<file path="src/design/npib_pkg.sv">
// Shared types and constants for the nearest in-box point finder.
`default_nettype none

package npib_pkg;

  // Configuration register indexes
  localparam int CFG_IDX_W = 2;

  typedef enum logic [CFG_IDX_W-1:0] {
    CFG_BOX_MIN_X = 2'd0,
    CFG_BOX_MAX_X = 2'd1,
    CFG_BOX_MIN_Y = 2'd2,
    CFG_BOX_MAX_Y = 2'd3
  } cfg_idx_e;

  // Box bounds after reset, millimeters
  localparam int BOX_MIN_X_RST = -550;
  localparam int BOX_MAX_X_RST = 1200;
  localparam int BOX_MIN_Y_RST = -550;
  localparam int BOX_MAX_Y_RST = 550;

  // Per-stage control that travels with a point through the pipeline
  typedef struct packed {
    logic valid;  // stage holds a point
    logic ok;     // point counts (valid flag, later also inside the box)
    logic last;   // final point of the cloud
  } pt_ctl_t;

endpackage

`default_nettype wire

</file>
<file path="src/design/npib_dist.sv">
// Box test and squared distance: two pipeline stages with stall propagation.
`default_nettype none

module npib_dist #(
  parameter int COORD_WIDTH = 16
) (
  input  wire                            clk_i,
  input  wire                            rst_ni,
  input  npib_pkg::pt_ctl_t              in_ctl_i,
  input  wire logic signed [COORD_WIDTH-1:0] in_x_i,
  input  wire logic signed [COORD_WIDTH-1:0] in_y_i,
  output logic                           in_ready_o,
  input  wire logic signed [COORD_WIDTH-1:0] box_min_x_i,
  input  wire logic signed [COORD_WIDTH-1:0] box_max_x_i,
  input  wire logic signed [COORD_WIDTH-1:0] box_min_y_i,
  input  wire logic signed [COORD_WIDTH-1:0] box_max_y_i,
  output npib_pkg::pt_ctl_t              out_ctl_o,
  output logic signed [COORD_WIDTH-1:0]  out_x_o,
  output logic signed [COORD_WIDTH-1:0]  out_y_o,
  output logic [2*COORD_WIDTH:0]         out_dist_o,
  input  wire                            out_ready_i
);
  import npib_pkg::*;

  localparam int SQ_W = 2 * COORD_WIDTH;
  localparam int D_W  = 2 * COORD_WIDTH + 1;

  pt_ctl_t                        ctl1_q, ctl1_d, ctl2_q;
  logic signed [COORD_WIDTH-1:0]  x1_q, y1_q, x2_q, y2_q;
  logic [SQ_W-1:0]                sqx_q, sqy_q, sqx_d, sqy_d;
  logic [D_W-1:0]                 dist_q;
  logic [COORD_WIDTH-1:0]         xu, yu, ax, ay;
  logic                           in_box;
  logic                           rdy1, rdy2;

  // Stall chain: a stage moves when it is empty or its successor moves
  assign rdy2       = !ctl2_q.valid || out_ready_i;
  assign rdy1       = !ctl1_q.valid || rdy2;
  assign in_ready_o = rdy1;

  // Inclusive box test and magnitudes (most negative value maps to 2^(W-1))
  always_comb begin
    in_box = in_ctl_i.ok &&
             (in_x_i >= box_min_x_i) && (in_x_i <= box_max_x_i) &&
             (in_y_i >= box_min_y_i) && (in_y_i <= box_max_y_i);
    xu     = in_x_i;
    yu     = in_y_i;
    ax     = xu[COORD_WIDTH-1] ? (COORD_WIDTH'(0) - xu) : xu;
    ay     = yu[COORD_WIDTH-1] ? (COORD_WIDTH'(0) - yu) : yu;
    sqx_d  = SQ_W'(ax) * SQ_W'(ax);
    sqy_d  = SQ_W'(ay) * SQ_W'(ay);
    ctl1_d = in_ctl_i;
    ctl1_d.ok = in_box;
  end

  // Stage control
  always_ff @(posedge clk_i or negedge rst_ni) begin
    if (!rst_ni) begin
      ctl1_q <= '0;
      ctl2_q <= '0;
    end else begin
      if (rdy1) ctl1_q <= ctl1_d;
      if (rdy2) ctl2_q <= ctl1_q;
    end
  end

  // Stage payload: squares, then their sum
  always_ff @(posedge clk_i) begin
    if (rdy1) begin
      x1_q  <= in_x_i;
      y1_q  <= in_y_i;
      sqx_q <= sqx_d;
      sqy_q <= sqy_d;
    end
    if (rdy2) begin
      x2_q   <= x1_q;
      y2_q   <= y1_q;
      dist_q <= D_W'(sqx_q) + D_W'(sqy_q);
    end
  end

  assign out_ctl_o  = ctl2_q;
  assign out_x_o    = x2_q;
  assign out_y_o    = y2_q;
  assign out_dist_o = dist_q;

endmodule

`default_nettype wire

</file>
<file path="src/design/npib_best.sv">
// Running minimum over one cloud and the result register.
`default_nettype none

module npib_best #(
  parameter int COORD_WIDTH = 16
) (
  input  wire                            clk_i,
  input  wire                            rst_ni,
  input  npib_pkg::pt_ctl_t              in_ctl_i,
  input  wire logic signed [COORD_WIDTH-1:0] in_x_i,
  input  wire logic signed [COORD_WIDTH-1:0] in_y_i,
  input  wire logic [2*COORD_WIDTH:0]    in_dist_i,
  output logic                           in_ready_o,
  output logic                           res_valid_o,
  input  wire                            res_ready_i,
  output logic signed [COORD_WIDTH-1:0]  res_lateral_o,
  output logic signed [COORD_WIDTH-1:0]  res_forward_o
);
  import npib_pkg::*;

  localparam int D_W = 2 * COORD_WIDTH + 1;

  logic                          found_q, found_d;
  logic [D_W-1:0]                best_q, best_d;
  logic signed [COORD_WIDTH-1:0] bx_q, bx_d, by_q, by_d;
  logic                          out_v_q, out_v_d;
  logic signed [COORD_WIDTH-1:0] lat_q, lat_d, fwd_q, fwd_d;
  logic                          take, better;

  // Only a last point needs room in the result register
  assign in_ready_o = !in_ctl_i.last || !out_v_q || res_ready_i;
  assign take       = in_ctl_i.valid && in_ready_o;
  // Strictly smaller replaces, so the first of equal points stays
  assign better     = in_ctl_i.ok && (!found_q || (in_dist_i < best_q));

  always_comb begin
    found_d = found_q;
    best_d  = best_q;
    bx_d    = bx_q;
    by_d    = by_q;
    out_v_d = out_v_q && !res_ready_i;
    lat_d   = lat_q;
    fwd_d   = fwd_q;
    if (take) begin
      if (better) begin
        found_d = 1'b1;
        best_d  = in_dist_i;
        bx_d    = in_x_i;
        by_d    = in_y_i;
      end
      if (in_ctl_i.last) begin
        // End of cloud: publish the kept point (coordinates swapped), clear
        if (found_d) begin
          out_v_d = 1'b1;
          lat_d   = by_d;
          fwd_d   = bx_d;
        end
        found_d = 1'b0;
      end
    end
  end

  always_ff @(posedge clk_i or negedge rst_ni) begin
    if (!rst_ni) begin
      found_q <= 1'b0;
      out_v_q <= 1'b0;
    end else begin
      found_q <= found_d;
      out_v_q <= out_v_d;
    end
  end

  always_ff @(posedge clk_i) begin
    best_q <= best_d;
    bx_q   <= bx_d;
    by_q   <= by_d;
    lat_q  <= lat_d;
    fwd_q  <= fwd_d;
  end

  assign res_valid_o   = out_v_q;
  assign res_lateral_o = lat_q;
  assign res_forward_o = fwd_q;

endmodule

`default_nettype wire

</file>
<file path="src/design/nearest_point_in_box.sv">
// Top level: nearest point of a streamed cloud inside a configurable box.
//
//   channel   dir  payload                                        beats
//   s_axis    in   tdata {y, x}, tuser point_valid, tlast end      one per point
//   m_axis    out  tdata {forward, lateral}                        one per cloud, if found
//   cfg       in   we, addr (box_min_x..box_max_y), wdata          one per write
//
// One point is taken per cycle while the pipeline is not stalled; the path is
// input register, box test and squares, sum, running compare, result register.
// The last point of a cloud passes these registers in order before the result is valid.
// Reset clears the pipeline, the kept point and the result; bounds go to
// -550, 1200, -550, 550 mm.
// A waiting result stalls the pipeline only once a further last point reaches
// the compare stage; other points keep flowing.
`default_nettype none

module nearest_point_in_box #(
  parameter int COORD_WIDTH = 16
) (
  input  wire                                       clk_i,
  input  wire                                       rst_ni,
  // Points in
  input  wire                                       s_axis_tvalid_i,
  output logic                                      s_axis_tready_o,
  input  wire [((2*COORD_WIDTH+7)/8)*8-1:0]         s_axis_tdata_i,  // point_x, point_y
  input  wire                                       s_axis_tuser_i,  // point_valid
  input  wire                                       s_axis_tlast_i,
  // Nearest point out
  output logic                                      m_axis_tvalid_o,
  input  wire                                       m_axis_tready_i,
  output logic [((2*COORD_WIDTH+7)/8)*8-1:0]        m_axis_tdata_o,  // lateral, forward
  // Configuration writes
  input  wire                                       cfg_we_i,
  input  wire [npib_pkg::CFG_IDX_W-1:0]             cfg_addr_i,
  input  wire [COORD_WIDTH-1:0]                     cfg_wdata_i
);
  import npib_pkg::*;

  localparam int TDATA_W = ((2 * COORD_WIDTH + 7) / 8) * 8;
  localparam logic signed [COORD_WIDTH-1:0] MIN_X_RST = COORD_WIDTH'(BOX_MIN_X_RST);
  localparam logic signed [COORD_WIDTH-1:0] MAX_X_RST = COORD_WIDTH'(BOX_MAX_X_RST);
  localparam logic signed [COORD_WIDTH-1:0] MIN_Y_RST = COORD_WIDTH'(BOX_MIN_Y_RST);
  localparam logic signed [COORD_WIDTH-1:0] MAX_Y_RST = COORD_WIDTH'(BOX_MAX_Y_RST);

  logic signed [COORD_WIDTH-1:0] min_x_q, max_x_q, min_y_q, max_y_q;
  pt_ctl_t                       ctl0_q, ctl0_d, dist_ctl;
  logic signed [COORD_WIDTH-1:0] x0_q, y0_q, dist_x, dist_y;
  logic [2*COORD_WIDTH:0]        dist_d;
  logic                          dist_ready, best_ready;
  logic signed [COORD_WIDTH-1:0] res_lat, res_fwd;

  // Box bound registers
  always_ff @(posedge clk_i or negedge rst_ni) begin
    if (!rst_ni) begin
      min_x_q <= MIN_X_RST;
      max_x_q <= MAX_X_RST;
      min_y_q <= MIN_Y_RST;
      max_y_q <= MAX_Y_RST;
    end else if (cfg_we_i) begin
      case (cfg_idx_e'(cfg_addr_i))
        CFG_BOX_MIN_X: min_x_q <= cfg_wdata_i;
        CFG_BOX_MAX_X: max_x_q <= cfg_wdata_i;
        CFG_BOX_MIN_Y: min_y_q <= cfg_wdata_i;
        CFG_BOX_MAX_Y: max_y_q <= cfg_wdata_i;
        default: ;
      endcase
    end
  end

  // Input register
  assign s_axis_tready_o = !ctl0_q.valid || dist_ready;

  always_comb begin
    ctl0_d.valid = s_axis_tvalid_i;
    ctl0_d.ok    = s_axis_tuser_i;
    ctl0_d.last  = s_axis_tlast_i;
  end

  always_ff @(posedge clk_i or negedge rst_ni) begin
    if (!rst_ni) begin
      ctl0_q <= '0;
    end else if (s_axis_tready_o) begin
      ctl0_q <= ctl0_d;
    end
  end

  always_ff @(posedge clk_i) begin
    if (s_axis_tready_o) begin
      x0_q <= s_axis_tdata_i[COORD_WIDTH-1:0];
      y0_q <= s_axis_tdata_i[2*COORD_WIDTH-1:COORD_WIDTH];
    end
  end

  npib_dist #(
    .COORD_WIDTH(COORD_WIDTH)
  ) u_dist (
    .clk_i      (clk_i),
    .rst_ni     (rst_ni),
    .in_ctl_i   (ctl0_q),
    .in_x_i     (x0_q),
    .in_y_i     (y0_q),
    .in_ready_o (dist_ready),
    .box_min_x_i(min_x_q),
    .box_max_x_i(max_x_q),
    .box_min_y_i(min_y_q),
    .box_max_y_i(max_y_q),
    .out_ctl_o  (dist_ctl),
    .out_x_o    (dist_x),
    .out_y_o    (dist_y),
    .out_dist_o (dist_d),
    .out_ready_i(best_ready)
  );

  npib_best #(
    .COORD_WIDTH(COORD_WIDTH)
  ) u_best (
    .clk_i        (clk_i),
    .rst_ni       (rst_ni),
    .in_ctl_i     (dist_ctl),
    .in_x_i       (dist_x),
    .in_y_i       (dist_y),
    .in_dist_i    (dist_d),
    .in_ready_o   (best_ready),
    .res_valid_o  (m_axis_tvalid_o),
    .res_ready_i  (m_axis_tready_i),
    .res_lateral_o(res_lat),
    .res_forward_o(res_fwd)
  );

  assign m_axis_tdata_o = TDATA_W'({res_fwd, res_lat});

endmodule

`default_nettype wire

</file>
<file path="config.mk">
export PLATFORM = sky130hd
export DESIGN_NAME = nearest_point_in_box
export DESIGN_NICKNAME = d
export VERILOG_FILES = /design/src/design/npib_pkg.sv /design/src/design/npib_dist.sv /design/src/design/npib_best.sv /design/src/design/nearest_point_in_box.sv
export SDC_FILE = /design/constraint.sdc
export NUM_CORES = 1
export LEC_CHECK = 0
export ABC_AREA = 0
export BUFFER_PORTS_ARGS = -buffer_cell sky130_fd_sc_hd__clkbuf_2
export CORE_ASPECT_RATIO = 1.2
export CORE_MARGIN = 5
export CORE_UTILIZATION = 30
export DETAILED_ROUTE_END_ITERATION = 12
export HOLD_SLACK_MARGIN = 0.02
export PLACE_DENSITY = 0.49
export SKIP_LAST_GASP = 1
export SLEW_MARGIN = 20
export SYNTH_ARGS = -nofsm -noshare
export SYNTH_HDL_FRONTEND = slang
export SYNTH_SLANG_ARGS = --single-unit
export TNS_END_PERCENT = 20
</file>
<file path="constraint.sdc">
create_clock -name clk_i -period 16.7 [get_ports clk_i]
set_clock_uncertainty 0.1 [all_clocks]
set_input_delay 0.835 -clock clk_i [delete_from_list [all_inputs] [get_ports clk_i]]
set_output_delay 0.835 -clock clk_i [all_outputs]
set_load 0.005 [all_outputs]
</file>
### Word-level counts from Yosys, hierarchy flattened

Cells that the tools add are included.

| cells by class | value |
|---|---|
| $mul | 2 |
| shift-type cells | 0 |
| reductions and logical operators | 27 |
| magnitude comparators | 5 |
| add/subtract/negate cells | 3 |
| divide/modulo/power cells | 0 |
| muxes and demuxes | 10 |
| equal/unequal tests | 3 |
| bitwise gates (word level) | 0 |

Operator list:

| kind | number |
|---|---|
| $mul A16 B16 Y32 | 2 |
| $mux W16 | 4 |
| $add A32 B32 Y33 | 1 |
| $lt A33 B33 Y1 | 1 |
| $ge A16 B16 Y1 | 2 |
| $le A16 B16 Y1 | 2 |
| $sub A1 B16 Y16 const A | 2 |
| $reduce_and A2 Y1 | 5 |
| $logic_and A1 B1 Y1 | 7 |
| $logic_not A1 Y1 | 7 |
| $logic_or A1 B1 Y1 | 6 |
| $mux W1 | 6 |
| $eq A2 B2 Y1 const B | 2 |
| $reduce_and A3 Y1 | 1 |
| $eq A2 B1 Y1 const B | 1 |
| $logic_not A2 Y1 | 1 |

| word-level totals | value |
|---|---|
| memories | 0 |
| RAM bits | 0 |
| latch bits | 0 |
| bits in read-only memories | 0 |
| flip-flop bits (word level) | 365 |
| output and inout port bits | 34 |
| logic and storage cells | 79 |

### Longest topological paths before layout

| logic depth | value |
|---|---|
| word-level depth | 8 |
| depth in mapped cells | 31 |

### Modules after synthesis

A second synthesis with hierarchy kept.

| unflattened totals | value |
|---|---|
| cells, all modules | 2685 |
| area total of the unflattened synthesis | 30239.0 µm² |

Modules (own cells, without submodules):

| module | times used | cells an instance | area each (µm²) |
|---|---|---|---|
| npib_dist | 1 | 2245 | 22337.7 |
| npib_best | 1 | 265 | 4379.2 |
| nearest_point_in_box | 1 | 175 | 3522.1 |

### Least setup slack after synthesis

Ideal clock, no wire load.

| timing | value |
|---|---|
| path type | register to register |
| start | register y0_q[0] |
| end | register u_dist.sqy_q[29], data pin |
| path buffers | 1 |
| data arrival time | 7807 ps |
| path slack | 8535 ps |
| required time | 16342 ps |
| library setup time | 258 ps |
| stages on the path, launching flop included | 32 |
| cells stage by stage | edfxtp_1 > inv_1 > clkbuf_1 > ha_1 > nand2_1 > or3_1 > o31a_1 > xnor2_1 > clkinv_1 > nand2_1 > inv_1 > fa_1 > inv_1 > fa_1 > inv_1 > fa_1 > inv_1 > fa_1 > inv_1 > fa_1 > inv_1 > fa_1 > inv_1 > ha_1 > a21oi_1 > o21ai_0 > a31o_2 > a211oi_1 > o21a_1 > a21oi_1 > o31a_1 > o221a_2 |

| between the ends | value |
|---|---|
| word-level cells in the longest chain between the ends | 3 |

RTL lines:

| element | line | text |
|---|---|---|
| start: declaration | nearest_point_in_box.sv:47 | `logic signed [COORD_WIDTH-1:0] x0_q, y0_q, dist_x, dist_y;` |
| start signal: assignment | nearest_point_in_box.sv:90 | `y0_q <= s_axis_tdata_i[2*COORD_WIDTH-1:COORD_WIDTH];` |
| $sub A1 B16 Y16 | npib_dist.sv:49 | `ay = yu[COORD_WIDTH-1] ? (COORD_WIDTH'(0) - yu) : yu;` |
| $mux W16 * | npib_dist.sv:49 |  |
| $mul A16 B16 Y32 * | npib_dist.sv:51 | `sqy_d = SQ_W'(ay) * SQ_W'(ay);` |
| net u_dist.sqy_d[29] | npib_dist.sv:30 | `logic [SQ_W-1:0] sqx_q, sqy_q, sqx_d, sqy_d;` |
| end signal: assignment | npib_dist.sv:73 | `sqy_q <= sqy_d;` |
| end: declaration | npib_dist.sv:30 |  |

The timed path passes the listed nets; every way through them passes the cells marked *.
A chain may end at the register's enable or synchronous reset.

### Worst setup path after layout

Ends and elaborated chain as after synthesis.

==> flow_results.org <==
** Clock tree
- Buffers added to address setup during post-CTS repair amount to 0.
- Depth of the CTS H-tree :: 2
- Master cell of the clock root buffer :: clkbuf_16
- TritonCTS built the clock tree.
- Longest Clk Path Bufs :: 3
- After clock tree synthesis, the repair step resized 0 gates.
- In this run, post-CTS hold repair placed 0 buffers.
- Clock slew seen by the registers of the worst setup and hold paths :: 0.08 ns
- Clock insertion delay at the later pin of the skew report :: 0.59 ns
- Number of clock sinks seen by CTS :: 361
- Num CTS Buffers :: 41

** Timing
- Across all setup checks in the final design, the least slack found is 7.09 ns.
- Across all hold checks on the routed design, the worst slack comes to 0.128 ns.
- After layout, the minimum clock period comes to 9.61 ns.
- Measured against its own limit, the worst slew margin works out to 27.0%.
- Endpoints failing setup :: 0
- Top achievable clock speed :: 0.104 GHz
- Total negative slack for setup checks :: 0 ns
- The max-slew violation count is 0.
- Transition at the pin with the smallest max-transition slack :: 1.10 ns
- Of the available clock period, the critical path in the final layout requires 57.5%.
- Setup repair after global routing missed its margin :: false
- The total count of hold-check failures in the final report came to 0.

** Worst setup path
- The worst setup path is launched from a flip-flop.
- Grouping stages by cell kind, the critical path spends the most delay in adder cells.
- In this design, the critical path's most frequently occurring cell is inv_1.
- The critical path ends at u_dist.sqy_q[29].
- The setup check on the worst reg-to-reg path leaves a slack of 7.09 ns.
- Register-to-Register Path Depth :: 31
- In this run the critical register-to-register path is launched from y0_q[0].
- The largest individual stage delay along the critical path comes from the cell xnor2_1.
- Counting buffers and inverters, the worst setup path is 31 cells deep.
- Worst Path Max Fanout :: 19
- In this run the worst setup path begins at y0_q[0].
- In this run the critical register-to-register path is captured at u_dist.sqy_q[29].
- Bufs and invs on worst path :: 10
- STA classifies the critical path endpoint as a flip-flop.
- Maximum cell stage delay along the critical path :: 0.78 ns
- Arrival time at the worst endpoint :: 9.84 ns
- Kind of critical path :: flip-flop to flip-flop
- CP Data Required Time :: 16.93 ns

** Synthesis
- Yosys synthesis warning count :: 0
- Async S/R FF share, synth :: 20.8%
- Ranked by total cell area, the synthesized netlist is headed by edfxtp_1 (29%), fa_1 (22%), ha_1 (13%), inv_1 (7.2%), dfrtp_1 (3.6%).
- The share of synthesized area in the top cell type comes to 28.6%.
- Number of flops mapped to enable cells by yosys :: 286
- In this run the cell area of the synthesized design comes to 0.0301 sq mm.
- Cells after synthesis :: 2,725
- For this run, the leading register cell type out of synthesis is edfxtp_1.
- Synth area leader :: edfxtp_1
- For this run, the register share of the synthesized area comes to 34.9%.
- After synthesis, the netlist uses 77 different library cells.
- #FFs+latches synth :: 361
- Post-Syn Area per Cell :: 11.0 sq um

** Placement
- Port buffering added 90 buffers.
- Final HPWL from detailed placement :: 58,100 um
- Number of placed cells counting well taps :: 4,112
- Final weighted congestion of routability-driven global placement :: 0.860
- Dpl ws :: 7.17 ns

** Cells and area
- Layout Cells excl Fill :: 4,189
- Relative to the synthesized area, the layout overhead comes to 12.2%.
- The post-route netlist has 11.6% of its cells at a drive strength greater than 1.
- 0 antenna diodes ended up in the layout.
- Most used cells in the layout excluding fill and tap cells :: inv_1 (577), fa_1 (327), ha_1 (320)
- Most frequent standard cell in the layout excluding fill and tap cells :: inv_1
- The net count of the finished layout is 3,570.

** Worst hold path
- The min-delay analysis places its worst path in the category input port to asynchronous set/reset pin.

** Global routing
- For this run the aggregate overflow at the end of global routing stands at 0.
- The first global-routing pass estimated 117,000 um of wire.
- Number of global-route vias before repair :: 20,710
- Combined global-route utilization of all metal layers :: 14.0%
- Largest net degree at the start of global routing :: 69
- The number of antenna violations at the first check in global routing was 0.

** Floorplanning
- Starting density of the core :: 30.1%
- From left edge to right edge, the die measures 299 um.
- # rows :: 127
- Die Span Y :: 357 um
- Die Outline Area :: 0.107 sq mm
- Core region area :: 0.0998 sq mm
- Count of boundary I/O pins :: 91

** Drt
- Dividing the detail-routed via count by the number of cells gives 4.56.
- Detailed-route wire length :: 73,700 um
- Count of routing violations after the opening detailed-route iteration :: 817
- Drt wl/cell :: 17.6 um
- Post-route DRC :: 0
- The first TritonRoute pass finished after 5 iterations.
- The routed layout has 19,096 vias.
- In this run the remaining antenna-violating nets after routing total 0.

** Outcome
- Result of the run :: finished clean

** Job
- Across the run, the number of max-cap violations was 0.
## logic make-up after synthesis
group                    Yosys count  synth area share (%)
AND/OR/NAND/NOR                  540                  8.00
buffers and inverters            637                  7.99
XOR/XNOR                         114                  3.37
adder cells (fa/ha/maj)          647                  35.1
other                              2                0.0250
multiplexers                      91                  3.39
AO/OA/AOI/OAI                    333                  7.18
flip-flops                       361                  34.9
## layer usage
layer	vias to the layer above	share of wire, %	global-route usage, %	wire length, um
li1	9211	-	-	-
met1	9497	43	17.4	31400
met2	282	51	25.7	37800
met3	106	3.0	1.59	2210
met4	0	3.1	4.15	2260
met5	-	0	0	0
## sequential cells by signal (all words and copies together) (netlist names), 3 cells and up
register,count
min_y_q,16
u_best.best_q,33
max_x_q,16
u_dist.out_ctl_o,3
x0_q,16
max_y_q,16
u_dist.sqx_q,31
u_dist.out_dist_o,33
u_best.bx_q,16
u_dist.sqy_q,31
u_dist.out_y_o,16
ctl0_q,3
u_best.res_forward_o,16
u_best.res_lateral_o,16
min_x_q,16
u_dist.y1_q,15
u_dist.out_x_o,16
u_best.by_q,16
u_dist.ctl1_q,3
u_dist.x1_q,15
y0_q,16
## how the worst min path moves through the flow
stage                          from                  to  slack, ns  depth (start not counted)
global placement     u_dist.x1_q[3]   u_dist.out_x_o[3]       0.30                          0
floorplan           u_dist.x1_q[10]  u_dist.out_x_o[10]       0.30                          0
CTS                          rst_ni          min_y_q[0]       0.11                          1
finish                       rst_ni          min_y_q[0]       0.13                          1
detailed placement   u_dist.x1_q[3]   u_dist.out_x_o[3]       0.30                          0
global route                 rst_ni          min_y_q[0]       0.13                          1
## per-stage QoR
step	util (%)	area [sq um]
2_1_floorplan	-	30100
3_3_place_gp	32.4	32300
3_5_place_dp	32.4	32300
4_1_cts	33.8	33700
5_1_grt	33.8	33700
6_report	33.8	33700
## area by class of cell
class | count | area [sq um]
fill | 10134 | 66100
multi-input combinational | 1747 | 17300
sequential | 361 | 10500
inverter | 594 | 2230
tap | 1290 | 1610
clock buffer | 47 | 1060
timing repair buffer | 121 | 698
clock inverter | 29 | 347
## Yosys cell counts (all sizes together) (7+ instances only)
cell / number
clkinv: 10
nand4: 30
dfrtp: 43
nor2: 176
a21oi: 90
xnor2: 66
inv: 584
o21bai: 9
nor3: 26
fa: 327
o21a: 16
a31oi: 18
xor2: 48
mux2: 86
dfstp: 32
nand2b: 20
o21ai: 70
nand2: 213
a21o: 63
nand3: 19
edfxtp: 286
ha: 320
clkbuf: 40
nor2b: 14
or3: 7
or2: 9
## worst reg2reg max path, delay by kind of cell, from the launching register on
family / cells / cell delay [ns]
AOI/OAI and AO/OA: 9 / 2.20
xor gates and xnor gates: 1 / 0.78
adders and majority gates: 8 / 3.56
buffers and inverters: 10 / 1.42
DFF: 1 / 0.56
and+or+nand+nor: 3 / 0.72
Power is not shown: default switching activity piles up to over one toggle a cycle in this logic, so the estimate is an artifact.
